## src/hw/rtl/gtq_pkg.sv

```systemverilog
// gtq_pkg: shared types, codes and default sizes of the team queue
package gtq_pkg;

    // default sizes
    localparam int NUM_ELEMENTS_DEF  = 1024;
    localparam int NUM_TEAMS_DEF     = 32;
    localparam int POOL_CAPACITY_DEF = 256;

    // fixed field widths
    localparam int CMD_W    = 2;
    localparam int ELEM_W   = 10;
    localparam int TEAM_W   = 5;
    localparam int STATUS_W = 2;

    typedef enum logic [CMD_W-1:0] {
        CMD_ASSIGN  = 2'd0,
        CMD_ENQUEUE = 2'd1,
        CMD_DEQUEUE = 2'd2,
        CMD_CLEAR   = 2'd3
    } gtq_command_t;

    typedef enum logic [STATUS_W-1:0] {
        ST_OK         = 2'd0,
        ST_EMPTY      = 2'd1,
        ST_FULL       = 2'd2,
        ST_UNASSIGNED = 2'd3
    } gtq_status_t;

    typedef struct packed {
        logic [CMD_W-1:0]  command;
        logic [ELEM_W-1:0] element;
        logic [TEAM_W-1:0] team;
    } gtq_req_t;

    typedef struct packed {
        logic [STATUS_W-1:0] status;
        logic [ELEM_W-1:0]   out_element;
        logic [TEAM_W-1:0]   out_team;
    } gtq_rsp_t;

    // controller to datapath
    typedef struct packed {
        logic accept;
        logic sweep;
        logic enq_b;
        logic enq_c;
        logic deq_b;
        logic deq_c;
        logic deq_d;
        logic load_out;
    } gtq_cmd_t;

    // datapath to controller
    typedef struct packed {
        logic order_empty;
        logic enq_chain;
        logic sweep_last;
    } gtq_sts_t;

endpackage

```

## src/hw/rtl/gtq_ctrl.sv

```systemverilog
// gtq_ctrl: sequencing state machine of the team queue
module gtq_ctrl (
    input  logic              clk,
    input  logic              rst_n,
    input  logic              req_valid,
    input  logic [1:0]        req_command,
    output logic              req_ready,
    output logic              rsp_valid,
    input  logic              rsp_ready,
    output gtq_pkg::gtq_cmd_t cmd,
    input  gtq_pkg::gtq_sts_t sts
);
    import gtq_pkg::*;

    typedef enum logic [7:0] {
        S_SWEEP = 8'b0000_0001,
        S_IDLE  = 8'b0000_0010,
        S_ENQ_B = 8'b0000_0100,
        S_ENQ_C = 8'b0000_1000,
        S_DEQ_B = 8'b0001_0000,
        S_DEQ_C = 8'b0010_0000,
        S_DEQ_D = 8'b0100_0000,
        S_RESP  = 8'b1000_0000
    } state_t;

    state_t state_reg, state_next;
    logic   clear_pend_reg, clear_pend_next;
    logic   out_valid_reg, out_valid_next;

    // next state and commands
    always_comb
    begin
        state_next      = state_reg;
        clear_pend_next = clear_pend_reg;
        cmd             = '0;
        case (state_reg)
            S_SWEEP:
            begin
                cmd.sweep = 1'b1;
                if (sts.sweep_last)
                begin
                    state_next      = clear_pend_reg ? S_RESP : S_IDLE;
                    clear_pend_next = 1'b0;
                end
            end
            S_IDLE:
            begin
                if (req_valid)
                begin
                    cmd.accept = 1'b1;
                    case (req_command)
                        CMD_ASSIGN:  state_next = S_RESP;
                        CMD_ENQUEUE: state_next = S_ENQ_B;
                        CMD_DEQUEUE: state_next = sts.order_empty ? S_RESP : S_DEQ_B;
                        CMD_CLEAR:
                        begin
                            state_next      = S_SWEEP;
                            clear_pend_next = 1'b1;
                        end
                        default:     state_next = S_RESP;
                    endcase
                end
            end
            S_ENQ_B:
            begin
                cmd.enq_b  = 1'b1;
                state_next = sts.enq_chain ? S_ENQ_C : S_RESP;
            end
            S_ENQ_C:
            begin
                cmd.enq_c  = 1'b1;
                state_next = S_RESP;
            end
            S_DEQ_B:
            begin
                cmd.deq_b  = 1'b1;
                state_next = S_DEQ_C;
            end
            S_DEQ_C:
            begin
                cmd.deq_c  = 1'b1;
                state_next = S_DEQ_D;
            end
            S_DEQ_D:
            begin
                cmd.deq_d  = 1'b1;
                state_next = S_RESP;
            end
            S_RESP:
            begin
                if (!out_valid_reg || rsp_ready)
                begin
                    cmd.load_out = 1'b1;
                    state_next   = S_IDLE;
                end
            end
            default:
            begin
                state_next = S_IDLE;
            end
        endcase
    end

    // output slot occupancy
    always_comb
    begin
        if (cmd.load_out)
            out_valid_next = 1'b1;
        else if (rsp_ready)
            out_valid_next = 1'b0;
        else
            out_valid_next = out_valid_reg;
    end

    always_ff @(posedge clk or negedge rst_n)
    begin
        if (!rst_n)
        begin
            state_reg      <= S_SWEEP;
            clear_pend_reg <= 1'b0;
            out_valid_reg  <= 1'b0;
        end
        else
        begin
            state_reg      <= state_next;
            clear_pend_reg <= clear_pend_next;
            out_valid_reg  <= out_valid_next;
        end
    end

    assign req_ready = (state_reg == S_IDLE);
    assign rsp_valid = out_valid_reg;

endmodule

```

## config.mk

```make
export PLATFORM = sky130hd
export DESIGN_NAME = gtq_ctrl
export DESIGN_NICKNAME = d
export VERILOG_FILES = /design/src/hw/rtl/gtq_pkg.sv /design/src/hw/rtl/gtq_ctrl.sv
export SDC_FILE = /design/constraint.sdc
export NUM_CORES = 1
export LEC_CHECK = 0
export BUFFER_PORTS_ARGS = -buffer_cell sky130_fd_sc_hd__buf_2
export CAP_MARGIN = 20
export CORE_UTILIZATION = 40
export CTS_BUF_LIST = sky130_fd_sc_hd__clkbuf_2 sky130_fd_sc_hd__clkbuf_4 sky130_fd_sc_hd__clkbuf_8
export DETAILED_ROUTE_END_ITERATION = 10
export SYNTH_ARGS = -nofsm -noshare
export SYNTH_HDL_FRONTEND = slang
export SYNTH_SLANG_ARGS = --single-unit
```

## constraint.sdc

```tcl
create_clock -name clk -period 5.6 [get_ports clk]
set_input_delay 0.84 -clock clk [delete_from_list [all_inputs] [get_ports clk]]
set_output_delay 0.84 -clock clk [all_outputs]
set_load 0.01 [all_outputs]
```

-- After elaboration in Yosys (flattened, before gate mapping)
Index checks and enable logic that the tools add are counted.
- input bits: 9
- output and inout port bits: 10
- register bits after elaboration: 10
- logic and storage cells: 50
- mux-type cells: 24
- reduce and logical (&&, ||, !) cells: 8
- equal/unequal tests: 15
- operators by type and width (operator ; number):
    $pmux W8 S7 ; 1
    $mux W8 ; 6
    $pmux W8 S4 ; 1
    $mux W1 ; 15
    $eq A8 B1 Y1 const B ; 1
    $eq A8 B2 Y1 const B ; 1
    $eq A8 B3 Y1 const B ; 1
    $eq A8 B4 Y1 const B ; 1
    $eq A8 B5 Y1 const B ; 1
    $eq A8 B6 Y1 const B ; 1
    $eq A8 B7 Y1 const B ; 1
    $eq A8 B8 Y1 const B ; 1
    $ne A2 B2 Y1 const B ; 3
    $eq A2 B2 Y1 const B ; 2
    $reduce_and A4 Y1 ; 1
    $reduce_bool A2 Y1 ; 2
    $reduce_and A3 Y1 ; 1
    $eq A2 B1 Y1 const B ; 1
    $logic_not A2 Y1 ; 1
    $ne A2 B1 Y1 const B ; 1
    $pmux W1 S2 ; 1
    $reduce_or A2 Y1 ; 1
    $logic_not A1 Y1 ; 1
    $logic_or A1 B1 Y1 ; 1

-- Logic depth before layout (Yosys ltp)
Gate-level depths: netlist of run 1.
- depth after elaboration: 5
- gate-level depth with buffers: 5
- depth with buffers taken out: 4

-- Worst setup path before layout of run 1
Ideal clock, no wire load.
- path kind: reg-to-output
- start point: reg state_reg[2]
- end point: out cmd[6] (netlist name)
- path slack: 3.264 ns
- required time: 4.760 ns
- stages on the path, launching flop included: 5
- path buffers: 1
- arrival: 1.496 ns
- cells stage by stage: dfrtp_1 -> buf_6 -> or4_4 -> or3_4 -> inv_1
- RTL lines (what ; line ; text):
    start, declared ; gtq_ctrl.sv:26 ; state_t state_reg, state_next;
    start signal, assigned ; gtq_ctrl.sv:125 ; state_reg <= state_next;
    end, declared ; gtq_ctrl.sv:10 ; output gtq_pkg::gtq_cmd_t cmd,

==> results of run 1 <==
-- layout by cell type (no fill, tap or decap) --
cell,n
sky130_fd_sc_hd__a211o_2,1
sky130_fd_sc_hd__a22oi_1,1
sky130_fd_sc_hd__a32o_1,1
sky130_fd_sc_hd__a32oi_1,1
sky130_fd_sc_hd__and2_1,1
sky130_fd_sc_hd__and3_2,1
sky130_fd_sc_hd__and3b_1,1
sky130_fd_sc_hd__buf_2,18
sky130_fd_sc_hd__clkbuf_4,3
sky130_fd_sc_hd__clkbuf_8,1
sky130_fd_sc_hd__dfrtp_1,9
sky130_fd_sc_hd__dfstp_2,1
sky130_fd_sc_hd__inv_1,5
sky130_fd_sc_hd__nand2_1,4
sky130_fd_sc_hd__nand2b_1,1
sky130_fd_sc_hd__nand3_1,2
sky130_fd_sc_hd__nand4_1,1
sky130_fd_sc_hd__nor2_1,7
sky130_fd_sc_hd__nor2b_1,3
sky130_fd_sc_hd__nor3_1,1
sky130_fd_sc_hd__nor3b_1,5
sky130_fd_sc_hd__nor4_1,2
sky130_fd_sc_hd__nor4_4,1
sky130_fd_sc_hd__o2111ai_1,1
sky130_fd_sc_hd__o211ai_1,1
sky130_fd_sc_hd__o21a_1,1
sky130_fd_sc_hd__o21ai_0,3
sky130_fd_sc_hd__o22a_1,1
sky130_fd_sc_hd__o22ai_1,2
sky130_fd_sc_hd__o32ai_1,1
sky130_fd_sc_hd__or2_2,2
sky130_fd_sc_hd__or2b_1,1
sky130_fd_sc_hd__or2b_2,1
sky130_fd_sc_hd__or3_4,1
sky130_fd_sc_hd__or3b_2,1
sky130_fd_sc_hd__or4_4,1
sky130_fd_sc_hd__xor2_1,2
-- metrics by stage --
step	hold slack (ns)	setup slack, ns	area (µm²)	power [mW]
6_report	0.424	2.83	781	0.300
5_1_grt	0.432	2.69	781	0.323
4_1_cts	0.421	2.83	781	0.301
3_5_place_dp	0.554	3.13	744	0.233
3_3_place_gp	0.562	3.16	744	0.233
2_1_floorplan	0.501	3.26	653	0.199
-- final timing paths --
check	startpoint	end	slack, ns
setup / recovery	state_reg[6]$_DFFE_PN0P_	cmd[6]	2.83
hold / removal	rst_n	state_reg[6]$_DFFE_PN0P_	0.42
setup reg to reg	state_reg[6]$_DFFE_PN0P_	state_reg[1]$_DFFE_PN0P_	3.72
hold reg to reg	state_reg[4]$_DFFE_PN0P_	state_reg[6]$_DFFE_PN0P_	0.56
max in group asynchronous	rst_n	state_reg[0]$_DFFE_PN1P_	4.92
min in group clk	state_reg[4]$_DFFE_PN0P_	state_reg[6]$_DFFE_PN0P_	0.56
-- cells by family (layout without fill, tap and decap cells) --
| kind of cell | after synthesis | after routing | synth area share, % |
|---|---|---|---|
| AO/OA/AOI/OAI | 14 | 14 | 16.1 |
| AND/OR/NAND/NOR | 37 | 37 | 37.0 |
| buffers and inverters | 7 | 27 | 5.75 |
| XOR/XNOR | 2 | 2 | 2.68 |
| flip-flops | 10 | 10 | 38.5 |
-- power breakdown --
group | switching [mW] | internal [mW]
Clock | 0.0264 | 0.0395
Sequential | 0.0157 | 0.0865
Combinational | 0.0729 | 0.0593
Total | 0.115 | 0.185
-- metal layers --
layer,vias up,routed length [µm]
met5,-,0
met4,0,44
met3,5,68
met2,19,643
met1,288,704
li1,297,-
-- final cells by class --
cell class | instances | area [µm²] | share of cell area [%]
Timing Repair Buffer | 18 | 90.1 | 11.5
Clock buffer | 4 | 36.3 | 4.65
Sequential cell | 10 | 251 | 32.2
Inverter | 5 | 18.8 | 2.40
Multi-Input combinational cell | 53 | 364 | 46.6
Tap cell | 16 | 20.0 | 2.56
==> impl_metrics.yaml, run 1 <==
status:
  outcome: "finished clean"
finish:
  drive_above_1_share_pct: 35.6
  final_nets: 100
  layout-area-overhead-vs-synth_pct: 19.5
  n_antenna_cell: 0
  n_fill_cell: 154
  final_util_pct: 51.2
  layout.cells.non_filler: 106
  largest_register_ffs: 8
power_and_ir_drop:
  total_leakage_power_nw: 0.389
  power.ir.vdd_worst_mv: 0.180
  powerDensity_nw_per_um2: 385
yosys:
  synthesis.yosys.warnings: 0
  syn-cell-area_um2: 653
  yosysUniqueCellTypes: 36
  ys_seq_area_share_pct: 38.5
  netlist.top_cell.by_area: "sky130_fd_sc_hd__dfrtp_1"
  synth_cells: 70
  syn_avg_cell_area_um2: 9.33
  top_flip_flop_cell_by_instance_count_after_synthesis: "sky130_fd_sc_hd__dfrtp_1"
  postSynthNetCount: 79
  yosysMostFrequentCell: "sky130_fd_sc_hd__dfrtp_1"
  synth.cells.most_frequent: "9 x sky130_fd_sc_hd__dfrtp_1, 7 x sky130_fd_sc_hd__nor2_1, 5 x sky130_fd_sc_hd__inv_1, 5 x sky130_fd_sc_hd__nor3b_1, 4 x sky130_fd_sc_hd__nand2_1"
  ys_top_cells_by_area: "sky130_fd_sc_hd__dfrtp_1 34%, sky130_fd_sc_hd__nor3b_1 5.7%, sky130_fd_sc_hd__dfstp_2 4.0%"
  post-synth-top-area-fraction_pct: 34.5
  synth_async_sr_flop_share_pct: 100
  synth_seq_cells: 10
  synth-edff-count: 0
flow_run:
  max-cap-violations: 0
sta:
  max_slew_margin_pct: 57.1
  worst-slew-pin-transition_ns: 0.638
  report.final.setup_viol: 0
  finalCritPeriodShare_pct: 49.5
  min_period_ns: 2.77
  max_clock_freq_ghz: 0.360
  grt_setup_unrepaired: "no"
  maximum_clock_skew_at_final_layout_ns: 0.000743
  pins_over_their_slew_limit: 0
  final-hold-violation-count: 0
  setup-tns-final_ns: 0
clocking:
  numClockSinks: 10
  hold_fix_buffer_count_after_cts: 0
  cts_tree: "built"
  cts.reportedPaths.clkPinSlew_ns: 0.07
  ctsRootBufferMaster: "sky130_fd_sc_hd__clkbuf_4"
  clk-insertion-delay-late_ns: 0.27
  inserted_clock_buffers: 3
  cts.repair.resized: 0
  cts.repair_timing.setup_buffer_count: 0
  clock_path_buffers: 2
  clock_tree.htree_level_count: 1
setup_path:
  cp_num_buf_inv: 2
  worst_setup_start_kind: "flip-flop"
  critical-path-max-stage-delay_ns: 0.61
  worst-endpoint-arrival_ns: 1.93
  crit_fanout: 7
  worstPathRequired_ns: 4.76
  worstSetupPathDepth: 4
  critPathCaptureType: "output pin"
  r2r.worst_path.cells: 4
  slowest_stage: "sky130_fd_sc_hd__or4_4"
  sequence_of_cells_on_the_critical_path: "or4_4 -> or3_4 -> inv_1 -> buf_2"
  crit_family: "simple AND/OR/NAND/NOR gates"
  criticalPathCategory: "flip-flop to output pin"
global_routing:
  grt_antenna_before_repair: 0
  grt_start_max_net_pins: 11
  grt_pass1_wl_um: 2560
  globalRouteMet3Util_pct: 3.45
  use_met2_pct: 28.3
  globalRoute.busiestLayer: "met2"
  grt_usage_pct: 19.3
  overflow_left_after_global_routing: 0
  first_global_vias: 603
  use_met1_pct: 25.2
detailed_routing:
  drtAntennaViolNets: 0
  dr.pass1.iters: 4
  via_count: 609
  wl_um: 1460
  viasPerCell: 5.75
  detail_route.wl_per_cell_um: 13.8
  remaining_routing_drc_violations: 0
  number_of_drc_violations_after_detailed_routing_iteration_0: 17
die:
  chipWidth_um: 42.4
  core_area_um2: 1520
  start_util_pct: 42.9
  fp-row-count: 14
  design.die.area_um2: 1800
  fp.dieH_um: 42.4
  io-pin-count: 19
placement:
  hpwl_um: 1090
  gp_congestion: 0.758
  post-place-cells: 102
  placement.io_buffers: 18
min_path:
  worst_hold_check_path_type: "input pin to async pin"
Note: power is estimated with default switching activity, not from simulation.
==> run 2, diff against run 1 <==
- clock period: 5.6 -> 2.7 ns (I/O delays scaled with it)
==> run 2 against run 1 <==
Total power increased by 110%. Register-to-register slack got worse by 2.9 ns. Combinational power increased by 110%. Global-route usage decreased by 0.072 points. Die area unchanged. Final area increased by 1.3%. Via count decreased by 0.66%. Clock power increased by 110%.
==> impl_metrics.yaml, run 2 (synthesized netlist as in run 1, its figures left out) <==
setup_path:
  crit_fanout: 7
  critPathCaptureType: "output pin"
  crit_family: "simple AND/OR/NAND/NOR gates"
  critical-path-max-stage-delay_ns: 0.61
  sequence_of_cells_on_the_critical_path: "or4_4 -> or3_4 -> inv_1 -> buf_2"
  worst-endpoint-arrival_ns: 1.93
  slowest_stage: "sky130_fd_sc_hd__or4_4"
  worst_setup_start_kind: "flip-flop"
  criticalPathCategory: "flip-flop to output pin"
  cp_num_buf_inv: 2
  worstPathRequired_ns: 2.30
sta:
  grt_setup_unrepaired: "no"
  finalCritPeriodShare_pct: 86.5
  report.final.setup_viol: 0
  max_slew_margin_pct: 57.2
  max_clock_freq_ghz: 0.428
  setup-tns-final_ns: 0
  pins_over_their_slew_limit: 0
  final-hold-violation-count: 0
  postLayoutSetupSlackWorst_ns: 0.365
  min_period_ns: 2.34
  maximum_clock_skew_at_final_layout_ns: 0.000434
  worst-slew-pin-transition_ns: 0.637
power_and_ir_drop:
  total_leakage_power_nw: 0.393
  power.ir.vdd_worst_mv: 0.377
  powerDensity_nw_per_um2: 787
  fin_total_pwr_mw: 0.622
die:
  core_area_um2: 1520
  chipWidth_um: 42.4
  design.die.area_um2: 1800
  start_util_pct: 42.9
  fp.dieH_um: 42.4
  fp-row-count: 14
  io-pin-count: 19
global_routing:
  grt_start_max_net_pins: 11
  first_global_vias: 594
  grt_antenna_before_repair: 0
  grt_pass1_wl_um: 2570
  overflow_left_after_global_routing: 0
  grt_usage_pct: 19.2
detailed_routing:
  via_count: 605
  viasPerCell: 5.65
  dr.pass1.iters: 4
  remaining_routing_drc_violations: 0
  detail_route.wl_per_cell_um: 13.5
  number_of_drc_violations_after_detailed_routing_iteration_0: 12
  wl_um: 1440
  drtAntennaViolNets: 0
placement:
  gp_congestion: 0.757
  hpwl_um: 1090
  placement.io_buffers: 18
  preCtsSetupSlack_ns: 0.673
clocking:
  inserted_clock_buffers: 3
  ctsRootBufferMaster: "sky130_fd_sc_hd__clkbuf_4"
  numClockSinks: 10
  clock_path_buffers: 2
  cts_tree: "built"
  cts.repair.resized: 0
  clock_tree.htree_level_count: 1
  cts.reportedPaths.clkPinSlew_ns: 0.07
  clk-insertion-delay-late_ns: 0.27
  cts.repair_timing.setup_buffer_count: 0
finish:
  n_antenna_cell: 0
  largest_register_ffs: 8
  most_common_cell_after_layout_fill_and_taps_aside: "sky130_fd_sc_hd__buf_2"
  layout_common_cells: "18 x sky130_fd_sc_hd__buf_2, 9 x sky130_fd_sc_hd__dfrtp_1, 7 x sky130_fd_sc_hd__nor2_1, 5 x sky130_fd_sc_hd__nor3b_1, 5 x sky130_fd_sc_hd__inv_1"
  layout-area-overhead-vs-synth_pct: 21.1
  drive_above_1_share_pct: 35.2
  final_nets: 101
status:
  outcome: "finished clean"
min_path:
  worst_hold_check_path_type: "input pin to flip-flop"
flow_run:
  max-cap-violations: 0
[run 2: changes by cell type in the layout (fill, tap and decap cells not counted), sizes merged]
cell / before / now
dlygate4sd3: 0 / 1
[run 2: repair_timing]
item / in CTS / in global routing
setup endpoints to repair: 0 / 0
hold buffers: 1 / 0
hold endpoints to repair: 9 / 0
[run 2: power by group]
part	internal, mW	leakage [nW]	switching, mW
Combinational	0.124	0.244	0.148
Sequential	0.179	0.128	0.0324
Clock	0.0820	0.0210	0.0564
[run 2: layer usage]
layer / global-route usage, % / wire [µm]
met4: 9.38 / 27
met5: 0 / 0
met1: 25.5 / 680
met2: 29.2 / 647
met3: 4.31 / 85
[run 2: per-stage QoR]
step                hold slack [ns]  instance area [µm²]  std cells  util, %
finish                        0.313                  791        107     51.9
global route                  0.318                  791        107     51.9
CTS                           0.307                  791        107     51.9
detailed placement            0.283                  744        102     48.9
global placement              0.280                  744        102     48.9
floorplan                     0.109                  653         70        -
[run 2: path summary, 6_finish.rpt]
path                                          startpoint                        to  cells after the start  slack [ns]
worst min register to register  state_reg[4]$_DFFE_PN0P_  state_reg[6]$_DFFE_PN0P_                      1        0.56
worst min-delay path                      req_command[1]  state_reg[2]$_DFFE_PN0P_                      2        0.31
worst max register to register  state_reg[6]$_DFFE_PN0P_  state_reg[1]$_DFFE_PN0P_                      4        0.83
min in group asynchronous                          rst_n  state_reg[3]$_DFFE_PN0P_                      2        0.52
max in group asynchronous                          rst_n  state_reg[0]$_DFFE_PN1P_                      2        1.92
worst max-delay path            state_reg[6]$_DFFE_PN0P_                    cmd[6]                      4        0.36
[run 2: final cells by class]
class                      count  area (µm²)
fill                         149         733
multi-input combinational     53         364
sequential                    10         251
timing repair buffer          19         100
clock buffer                   4        36.3
tap                           16        20.0
inverter                       5        18.8
[run 2: worst reg2reg max path, cell delays in order, from the launching register on]
cell and delay, ns:
sky130_fd_sc_hd__dfrtp_1 0.44, sky130_fd_sc_hd__or4_4 0.61, sky130_fd_sc_hd__a211o_2 0.29, sky130_fd_sc_hd__a32o_1 0.24
sky130_fd_sc_hd__o21a_1 0.19
